## config.mk

```make
export PLATFORM = sky130hd
export DESIGN_NAME = lookahead_waypoint_select_flat
export DESIGN_NICKNAME = d
export VERILOG_FILES = /design/src/rtl/lws_pkg.sv /design/src/rtl/lws_if.sv /design/src/rtl/lookahead_waypoint_select.sv /design/src/flat_wrapper.sv
export SDC_FILE = /design/constraint.sdc
export NUM_CORES = 2
export LEC_CHECK = 0
export ABC_CLOCK_PERIOD_IN_PS = 11800
export BUFFER_PORTS_ARGS = -buffer_cell sky130_fd_sc_hd__buf_4
export CAP_MARGIN = 10
export CORE_MARGIN = 4
export CORE_UTILIZATION = 40
export CTS_CLUSTER_SIZE = 30
export DETAILED_ROUTE_END_ITERATION = 8
export HOLD_SLACK_MARGIN = 0.12
export SYNTH_ARGS = -nofsm -noshare
export SYNTH_HDL_FRONTEND = slang
export SYNTH_SLANG_ARGS = --single-unit
```

## constraint.sdc

```tcl
create_clock -name clk -period 11.8 [get_ports clk]
set_input_delay 0.59 -clock clk [delete_from_list [all_inputs] [get_ports clk]]
set_output_delay 0.59 -clock clk [all_outputs]
set_load 0.01 [all_outputs]
```

## src/rtl/lws_pkg.sv

```systemverilog
// lws_pkg: widths, types and reset constants for the lookahead waypoint selector
// no dependencies; used by the interfaces and by lookahead_waypoint_select
`default_nettype none

package lws_pkg;

    // coordinate and distance widths
    localparam int COORD_WIDTH   = 16;
    localparam int DIST_WIDTH    = 2 * COORD_WIDTH;
    localparam int LA_WIDTH      = 16;
    localparam int LA_SQ_WIDTH   = 2 * LA_WIDTH;
    localparam int CMP_WIDTH     = (DIST_WIDTH > LA_SQ_WIDTH) ? DIST_WIDTH : LA_SQ_WIDTH;

    typedef logic signed [COORD_WIDTH-1:0] coord_t;
    typedef logic        [DIST_WIDTH-1:0]  dist_t;
    typedef logic        [LA_WIDTH-1:0]    la_t;
    typedef logic        [LA_SQ_WIDTH-1:0] la_sq_t;
    typedef logic        [CMP_WIDTH-1:0]   cmp_t;

    // lookahead radius after reset, 2.0 m in Q8.8
    localparam int     LOOKAHEAD_RESET_INT = 512;
    localparam la_sq_t LA_SQ_RESET         = LA_SQ_WIDTH'(LOOKAHEAD_RESET_INT * LOOKAHEAD_RESET_INT);

    // saturation bounds and the empty nearest distance
    localparam coord_t COORD_MIN  = {1'b1, {(COORD_WIDTH-1){1'b0}}};
    localparam coord_t COORD_MAX  = {1'b0, {(COORD_WIDTH-1){1'b1}}};
    localparam dist_t  DIST_EMPTY = {DIST_WIDTH{1'b1}};

endpackage

`default_nettype wire

```

## src/rtl/lws_if.sv

```systemverilog
// lws_if: valid/ready channels for path points, goals and the lookahead register
// depends on lws_pkg for field types
`default_nettype none

interface lws_point_if;
    import lws_pkg::*;
    logic   valid;
    logic   ready;
    coord_t point_x;
    coord_t point_y;
    logic   last_point;

    modport source (output valid, point_x, point_y, last_point, input ready);
    modport sink   (input valid, point_x, point_y, last_point, output ready);
endinterface

interface lws_goal_if;
    import lws_pkg::*;
    logic   valid;
    logic   ready;
    coord_t goal_forward;
    coord_t goal_left;
    logic   used_path_end;

    modport source (output valid, goal_forward, goal_left, used_path_end, input ready);
    modport sink   (input valid, goal_forward, goal_left, used_path_end, output ready);
endinterface

interface lws_cfg_if;
    import lws_pkg::*;
    logic valid;
    logic ready;
    la_t  lookahead_distance;

    modport source (output valid, lookahead_distance, input ready);
    modport sink   (input valid, lookahead_distance, output ready);
endinterface

`default_nettype wire

```

## src/rtl/lookahead_waypoint_select.sv

```systemverilog
// lookahead_waypoint_select: streaming pure-pursuit lookahead point selection
// depends on lws_pkg and the channel interfaces in lws_if.sv
// a last point's goal word is formed from the input register and held in the result register
// throughput: one point per cycle; the input register holds a last point only while
// the goal register is full and not taken
// reset: path state empty, no words held, lookahead radius 2.0 m
`default_nettype none

module lookahead_waypoint_select (
    input  wire logic  clk,
    input  wire logic  rst_n,
    lws_point_if.sink  point,
    lws_goal_if.source goal,
    lws_cfg_if.sink    cfg
);
    import lws_pkg::*;

    // input register
    logic   in_valid_reg;
    coord_t x_reg;
    coord_t y_reg;
    logic   last_reg;

    // path state
    dist_t  nearest_reg, nearest_next;
    logic   found_reg, found_next;
    coord_t gx_reg, gx_next;
    coord_t gy_reg, gy_next;

    // squared lookahead radius
    la_sq_t la_sq_reg;

    // result register
    logic   out_valid_reg;
    coord_t fwd_reg, fwd_next;
    coord_t left_reg, left_next;
    logic   end_reg, end_next;

    logic advance;
    logic out_free;

    logic signed [DIST_WIDTH-1:0] x_ext;
    logic signed [DIST_WIDTH-1:0] y_ext;
    dist_t  sq_x;
    dist_t  sq_y;
    dist_t  d2;
    logic   reaches;
    coord_t cx;
    coord_t cy;

    // handshake: a last point needs a free result slot
    assign out_free    = !out_valid_reg || goal.ready;
    assign advance     = in_valid_reg && (!last_reg || out_free);
    assign point.ready = !in_valid_reg || advance;
    assign cfg.ready   = 1'b1;

    // squared distance and lookahead test
    always_comb
    begin
        x_ext   = DIST_WIDTH'(x_reg);
        y_ext   = DIST_WIDTH'(y_reg);
        sq_x    = dist_t'(x_ext * x_ext);
        sq_y    = dist_t'(y_ext * y_ext);
        d2      = sq_x + sq_y;
        reaches = CMP_WIDTH'(d2) >= CMP_WIDTH'(la_sq_reg);
    end

    // nearest point tracking and goal choice
    always_comb
    begin
        nearest_next = nearest_reg;
        found_next   = found_reg;
        gx_next      = gx_reg;
        gy_next      = gy_reg;
        if (d2 < nearest_reg)
        begin
            nearest_next = d2;
            found_next   = reaches;
            gx_next      = reaches ? x_reg : '0;
            gy_next      = reaches ? y_reg : '0;
        end
        else if (!found_reg && reaches)
        begin
            found_next = 1'b1;
            gx_next    = x_reg;
            gy_next    = y_reg;
        end

        // chosen point, rotated to forward/left
        cx        = found_next ? gx_next : x_reg;
        cy        = found_next ? gy_next : y_reg;
        end_next  = !found_next;
        fwd_next  = cy;
        left_next = (cx == COORD_MIN) ? COORD_MAX : coord_t'(-cx);
    end

    // input register
    always_ff @(posedge clk or negedge rst_n)
    begin
        if (!rst_n)
        begin
            in_valid_reg <= 1'b0;
        end
        else if (point.ready)
        begin
            in_valid_reg <= point.valid;
        end
    end

    always_ff @(posedge clk)
    begin
        if (point.ready && point.valid)
        begin
            x_reg    <= point.point_x;
            y_reg    <= point.point_y;
            last_reg <= point.last_point;
        end
    end

    // path state, cleared after each last point
    always_ff @(posedge clk or negedge rst_n)
    begin
        if (!rst_n)
        begin
            nearest_reg <= DIST_EMPTY;
            found_reg   <= 1'b0;
            gx_reg      <= '0;
            gy_reg      <= '0;
        end
        else if (advance)
        begin
            if (last_reg)
            begin
                nearest_reg <= DIST_EMPTY;
                found_reg   <= 1'b0;
                gx_reg      <= '0;
                gy_reg      <= '0;
            end
            else
            begin
                nearest_reg <= nearest_next;
                found_reg   <= found_next;
                gx_reg      <= gx_next;
                gy_reg      <= gy_next;
            end
        end
    end

    // lookahead register, kept squared
    always_ff @(posedge clk or negedge rst_n)
    begin
        if (!rst_n)
        begin
            la_sq_reg <= LA_SQ_RESET;
        end
        else if (cfg.valid && cfg.ready)
        begin
            la_sq_reg <= la_sq_t'(la_sq_t'(cfg.lookahead_distance)
                                  * la_sq_t'(cfg.lookahead_distance));
        end
    end

    // result register
    always_ff @(posedge clk or negedge rst_n)
    begin
        if (!rst_n)
        begin
            out_valid_reg <= 1'b0;
        end
        else if (out_free)
        begin
            out_valid_reg <= advance && last_reg;
        end
    end

    always_ff @(posedge clk)
    begin
        if (advance && last_reg)
        begin
            fwd_reg  <= fwd_next;
            left_reg <= left_next;
            end_reg  <= end_next;
        end
    end

    assign goal.valid         = out_valid_reg;
    assign goal.goal_forward  = fwd_reg;
    assign goal.goal_left     = left_reg;
    assign goal.used_path_end = end_reg;

    // a last point always produces a goal word
    a_last_gives_word: assert property (@(posedge clk) disable iff (!rst_n)
        advance && last_reg |=> out_valid_reg)
        else $error("last point did not produce a goal word");

    // path state is empty after a last point
    a_path_cleared: assert property (@(posedge clk) disable iff (!rst_n)
        advance && last_reg |=> !found_reg && nearest_reg == DIST_EMPTY)
        else $error("path state not cleared after last point");

    // no goal held means held coordinates are zero
    a_goal_zero: assert property (@(posedge clk) disable iff (!rst_n)
        !found_reg |-> gx_reg == '0 && gy_reg == '0)
        else $error("goal coordinates held without a goal");

    // input stalls only behind a full, untaken result
    a_stall_cause: assert property (@(posedge clk) disable iff (!rst_n)
        !point.ready |-> in_valid_reg && last_reg && out_valid_reg && !goal.ready)
        else $error("input stalled without a blocked result");

endmodule

`default_nettype wire
```

## src/flat_wrapper.sv

```systemverilog
// flat-port wrapper written by rule: the top's interface ports become plain ports
module lookahead_waypoint_select_flat import lws_pkg::*;
  (clk, rst_n, point_valid, point_point_x, point_point_y, point_last_point, point_ready, goal_valid, goal_goal_forward, goal_goal_left, goal_used_path_end, goal_ready, cfg_valid, cfg_lookahead_distance, cfg_ready);
  lws_point_if point_i ();
  lws_goal_if goal_i ();
  lws_cfg_if cfg_i ();
  input  wire logic clk;
  input  wire logic rst_n;
  input wire logic [$bits(point_i.valid)-1:0] point_valid;
  input wire logic [$bits(point_i.point_x)-1:0] point_point_x;
  input wire logic [$bits(point_i.point_y)-1:0] point_point_y;
  input wire logic [$bits(point_i.last_point)-1:0] point_last_point;
  output wire logic [$bits(point_i.ready)-1:0] point_ready;
  output wire logic [$bits(goal_i.valid)-1:0] goal_valid;
  output wire logic [$bits(goal_i.goal_forward)-1:0] goal_goal_forward;
  output wire logic [$bits(goal_i.goal_left)-1:0] goal_goal_left;
  output wire logic [$bits(goal_i.used_path_end)-1:0] goal_used_path_end;
  input wire logic [$bits(goal_i.ready)-1:0] goal_ready;
  input wire logic [$bits(cfg_i.valid)-1:0] cfg_valid;
  input wire logic [$bits(cfg_i.lookahead_distance)-1:0] cfg_lookahead_distance;
  output wire logic [$bits(cfg_i.ready)-1:0] cfg_ready;
  assign point_i.valid = point_valid;
  assign point_i.point_x = point_point_x;
  assign point_i.point_y = point_point_y;
  assign point_i.last_point = point_last_point;
  assign point_ready = point_i.ready;
  assign goal_valid = goal_i.valid;
  assign goal_goal_forward = goal_i.goal_forward;
  assign goal_goal_left = goal_i.goal_left;
  assign goal_used_path_end = goal_i.used_path_end;
  assign goal_i.ready = goal_ready;
  assign cfg_i.valid = cfg_valid;
  assign cfg_i.lookahead_distance = cfg_lookahead_distance;
  assign cfg_ready = cfg_i.ready;
  lookahead_waypoint_select u_core (.clk(clk), .rst_n(rst_n), .point(point_i), .goal(goal_i), .cfg(cfg_i));
endmodule
```

# --- Word-level counts from Yosys, hierarchy flattened ---
# Cells that the tools add are included.
totals:
  mem_bits_ro: 0
  memories: 0
  latchBits: 0
  ramBits: 0
  input_bits: 54
  output_inout_bits: 36
  register_bits: 165
  word_cells: 50
op_classes:
  n_mul: 3
  div: 0
  n_shift: 0
  mux: 15
  eq_ne: 1
  bitwise_logic: 0
  n_addsub: 2
  n_reduce_logical: 14
  n_lt_le_gt_ge: 2
op_table:
  columns: ["op", "count"]
  rows:
  - ["two-way mux 16 bit", 10]
  - ["multiplier 16 x 16 -> 32 bit", 3]
  - ["two-way mux 32 bit", 2]
  - ["adder 32 bit", 1]
  - [">= comparator 32 bit", 1]
  - ["< comparator 32 bit", 1]
  - ["equality test 16 bit, second input constant", 1]
  - ["negation 16 bit", 1]
  - ["logical NOT 1 bit", 5]
  - ["logical AND 1 bit", 4]
  - ["logical OR 1 bit", 3]
  - ["two-way mux 1 bit", 3]
  - ["AND reduction 2 bit", 1]
  - ["nonzero test 2 bit", 1]

# --- Longest topological paths before layout ---
logic_depth:
  word_depth: 8
  mapped_depth: 46
  depth_no_buf: 42

# --- Least setup slack after synthesis ---
# Ideal clock, no wire load.
synth_path:
  path_kind: "register -> register"
  from: "reg u_core.x_reg[4]"
  to: "reg u_core.left_reg[14], in the netlist u_core.goal.goal_left[14], data pin"
  path_stages_with_launch: 42
  setup_ns: 0.259
  period_less_slack_ns: 10.325
  t_required_ns: 11.541
  t_arrival_ns: 10.067
  path_buffers: 3
  path_slack_ns: 1.475
  cell_sequence: "edfxtp_1 clkbuf_1 clkbuf_1 nand2_1 fa_1 fa_1 inv_1 fa_1 inv_1 fa_1 inv_1 fa_1 fa_1 fa_1 inv_1 fa_1 inv_1 ha_1 [6 not listed] nor3_1 xnor2_1 ha_1 a21o_1 a21o_1 a21oi_1 o21ai_0 a31oi_2 nor2_2 buf_6 mux2i_1 ha_1 nand2_2 or3_4 or3_1 nor3_1 a21oi_1 a211o_1"
synth_between:
  elab_chain_len: 8
  elab_cells_between_ends: 13
  classes_between: "add/sub: 2; mul: 1; order compare: 2; eq/ne: 1; mux: 6; reduce/logical: 1"
synth_lines:
  columns: ["element", "line_no", "text"]
  rows:
  - ["start, declared", "lookahead_waypoint_select.sv:20", "coord_t x_reg;"]
  - ["start signal, assigned", "lookahead_waypoint_select.sv:114", "x_reg <= point.point_x;"]
  - ["multiplier 16 x 16 -> 32 bit", "lookahead_waypoint_select.sv:62", "sq_x = dist_t'(x_ext * x_ext);"]
  - ["adder 32 bit", "lookahead_waypoint_select.sv:64", "d2 = sq_x + sq_y;"]
  - [">= comparator 32 bit", "lookahead_waypoint_select.sv:65", "reaches = CMP_WIDTH'(d2) >= CMP_WIDTH'(la_sq_reg);"]
  - ["logical AND 1 bit", "lookahead_waypoint_select.sv:82", "else if (!found_reg && reaches)"]
  - ["two-way mux 16 bit or two-way mux 1 bit (tied branches)", "lookahead_waypoint_select.sv:82", null]
  - ["two-way mux 16 bit or two-way mux 1 bit (tied branches)", "lookahead_waypoint_select.sv:75", "if (d2 < nearest_reg)"]
  - ["two-way mux 16 bit *", "lookahead_waypoint_select.sv:90", "cx = found_next ? gx_next : x_reg;"]
  - ["negation 16 bit or equality test 16 bit (tied branches)", "lookahead_waypoint_select.sv:94", "left_next = (cx == COORD_MIN) ? COORD_MAX : coord_t'(-cx);"]
  - ["end signal, assigned", "lookahead_waypoint_select.sv:181", "left_reg <= left_next;"]
  - ["end, declared", "lookahead_waypoint_select.sv:36", "coord_t left_reg, left_next;"]
# Mark *: on every way between the ends. The rest lies on a longest branch, timed or not.
# A chain may end at the register's enable or synchronous reset.

# --- Worst setup path in the final report ---
layout_path:
  from: "reg u_core.x_reg[7]"
  to: "reg u_core.left_reg[14], in the netlist u_core.goal.goal_left[14], data pin"
# Same word-level chain as after synthesis.

==> flow_summary_export.csv <==
group,metric,value,unit
worst_setup_path,critPathMaxFanout,11,
cts,htreeDepth,4,
global_route,antenna_found_initial,1,
drt,ant_nets,0,
logic_synthesis,avgSynthCellArea,9.83,µm²
worst_setup_path,worstPathArrival,11.35,ns
logic_synthesis,synth_enable_flop_cells,66,
logic_synthesis,synthCells,3331,
drt,vias_per_cell,4.87,
drt,drtPass1Iterations,5,
placement,dpl_cell_area,34800,µm²
worst_setup_path,worstSetupStartpointType,"register",
worst_setup_path,r2r_setup_slack,0.70,ns
sta,skew,0.0234,ns
sta,fin_crit_sh,0.940,
worst_setup_path,path_buf_inv,6,
floorplan,io_pins,90,
drt,drt_iter0_drc,1106,
global_route,grt_pass1_wl,125000,µm
run_status,status,"finished clean",
sta,fmax,90.1,MHz
placement,dpl_worst_slack,0.639,ns
final_layout,largest_reg_flops,32,
drt,drc,0,
logic_synthesis,async_flop_share,0.598,
worst_setup_path,critical-path-top-delay-family,"adder cells",
placement,place.gp.congestion,0.868,
cts,cts_buffers,17,
worst_setup_path,ff2ff_path_depth,38,
worst_setup_path,r2r-end,"u_core.goal.goal_left[14]",
floorplan,initial_core_util,0.405,
cts,clock-sinks,164,
cts,clockBufferDepth,2,
worst_setup_path,critPathLaunch,"u_core.x_reg[7]",
cts,clkTransAtPathRegs,0.08,ns
logic_synthesis,synth-seq-cells,164,
drt,dr_total_vias,21800,
placement,dp_hpwl,63300,µm
sta,rsz0062_at_grt,"false",
global_route,grt_max_degree,55,
final_layout,syn_to_final_growth,8.13,%
sta,worst_pin_slew,0.848,ns
floorplan,fp.dieH,294,µm
worst_hold_path,min_path_type,"in2async",
worst_setup_path,slowest_stage,"fa_1",
final_layout,diodes,0,
final_layout,design_area,35400,µm²
logic_synthesis,synth_area,32700,µm²
flow_run,maxCapViolCount,0,
worst_setup_path,slowest_delay,0.59,ns
final_layout,fill_cells,7881,
worst_setup_path,critPathCaptureType,"register",
placement,port_buffers,88,
worst_setup_path,regToRegStartpoint,"u_core.x_reg[7]",
floorplan,core-area,80800,µm²
drt,drt-total-wl,74800,µm
floorplan,die_width,294,µm
worst_setup_path,cp.required,12.06,ns
sta,setup_ws,0.702,ns
sta,finalHoldViolCount,0,
logic_synthesis,synth_nets,4385,
sta,maxSlewHeadroom,0.435,
final_layout,final_nets,4458,
cts,cts_tree,"built",
logic_synthesis,ys_types,78,
global_route,grt_overflow_total,0,
floorplan,dieArea,86500,µm²
sta,drv_slew,0,
cts,cts_root_buffer,"clkbuf_16",
drt,wl_per_cell,16.7,µm
final_layout,layout-drive-gt1-share,0.0758,
sta,setup_viol,0,
global_route,first_global_vias,23700,
floorplan,num_rows,104,
sta,post-route-min-period,11.10,ns
worst_setup_path,cpMostUsedCell,"fa_1",
logic_synthesis,ys.flop_type,"edfxtp_1",
worst_setup_path,crit_type,"reg2reg",
logic_synthesis,ys_seq_area_frac,0.137,
logic_synthesis,yosys_warnings,0,
global_route,grt_usage,0.185,
cts,worstSkewPairLatency,0.51,ns
sta,fin_setup_tns,0,ns
==> layout by cell type, fill, tap and decap left out, types with 23 or more instances in the layout <==
master / n
fa_1: 682
a21oi_1: 66
xnor2_1: 87
o21ai_0: 49
and2_1: 128
nand2b_1: 26
dfstp_2: 33
a22o_1: 31
buf_4: 151
o211ai_1: 24
xor2_1: 23
a21o_1: 42
nor2_1: 111
dfrtp_1: 65
edfxtp_1: 66
inv_1: 952
ha_1: 318
nand2_1: 255
==> routing by layer <==
| metal | wire, µm | vias to the layer above | global-route usage |
|---|---|---|---|
| met1 | 32900 | 11200 | 0.252 |
| met4 | 969 | 0 | 0.0328 |
| met5 | 0 | - | 0 |
| met3 | 3540 | 55 | 0.0306 |
| met2 | 37300 | 375 | 0.315 |
| li1 | - | 10200 | - |
==> synthesized netlist by cell type, types with 12 or more instances <==
library cell,instances,share of area
a22o_1,31,0.0083
nand3_1,13,0.0020
inv_1,953,0.11
mux2i_1,12,0.0037
edfxtp_1,66,0.061
dfrtp_1,65,0.050
a21o_1,42,0.0096
nand2_1,255,0.029
and2_1,129,0.025
o21a_1,13,0.0030
nor2_1,111,0.013
ha_1,318,0.12
o21ai_0,49,0.0075
xor2_1,23,0.0062
nand4_1,17,0.0032
o22a_1,22,0.0059
o211ai_1,24,0.0055
o21ai_1,19,0.0029
nor3_1,22,0.0034
nand2b_1,26,0.0050
clkbuf_1,81,0.0093
xnor2_1,87,0.023
a21oi_1,66,0.010
nor2b_1,13,0.0025
dfstp_2,33,0.026
fa_1,682,0.42
==> stage by stage <==
step	utilization	instances	hold slack (ns)
floorplan	-	3331	0.294
global placement	0.430	4438	0.478
detailed placement	0.430	4438	0.482
CTS	0.437	4470	0.181
global route	0.438	4477	0.227
finish	0.438	4477	0.173
==> cells by family (layout without fill, tap and decap cells) <==
| kind of cell | Yosys count | count (layout) | share of synthesized area |
|---|---|---|---|
| muxes | 22 | 22 | 0.00711 |
| AOI/OAI and AO/OA | 338 | 338 | 0.0712 |
| buffers and inverters | 1060 | 1146 | 0.123 |
| DFF | 164 | 164 | 0.137 |
| other | 1 | 1 | 0.000115 |
| adders and majority gates | 1000 | 1000 | 0.539 |
| xor gates and xnor gates | 110 | 110 | 0.0294 |
| and+or+nand+nor | 636 | 636 | 0.0942 |
==> area by class of cell <==
type | count | area, µm² | area share
flip-flops and latches | 164 | 4480 | 0.126
repair buffers | 152 | 1150 | 0.0324
inverters | 962 | 3610 | 0.102
clock inverters | 14 | 135 | 0.00382
multi-input cells | 2107 | 24300 | 0.686
clock buffers | 18 | 429 | 0.0121
well taps | 1060 | 1330 | 0.0375
==> worst max path at each step <==
stage                     cells past startpoint  slack [ns]                   endpoint
after detailed placement                     38        0.64  u_core.goal.goal_left[14]
final                                        38        0.70  u_core.goal.goal_left[14]
after floorplan                              41        1.47  u_core.goal.goal_left[14]
after CTS                                    38        0.59  u_core.goal.goal_left[14]
after global placement                       38        0.65  u_core.goal.goal_left[14]
after global routing                         39       0.003   u_core.goal.goal_left[6]
==> what timing repair did <==
item                       in CTS  in global routing
resized for setup               0                  2
hold endpoints to repair        0                  0
hold buffers                    0                  0
setup buffers                   0                  6
setup endpoints to repair       0                 14
Power is not shown: default switching activity piles up to over one toggle a cycle in this logic, so the estimate is an artifact.
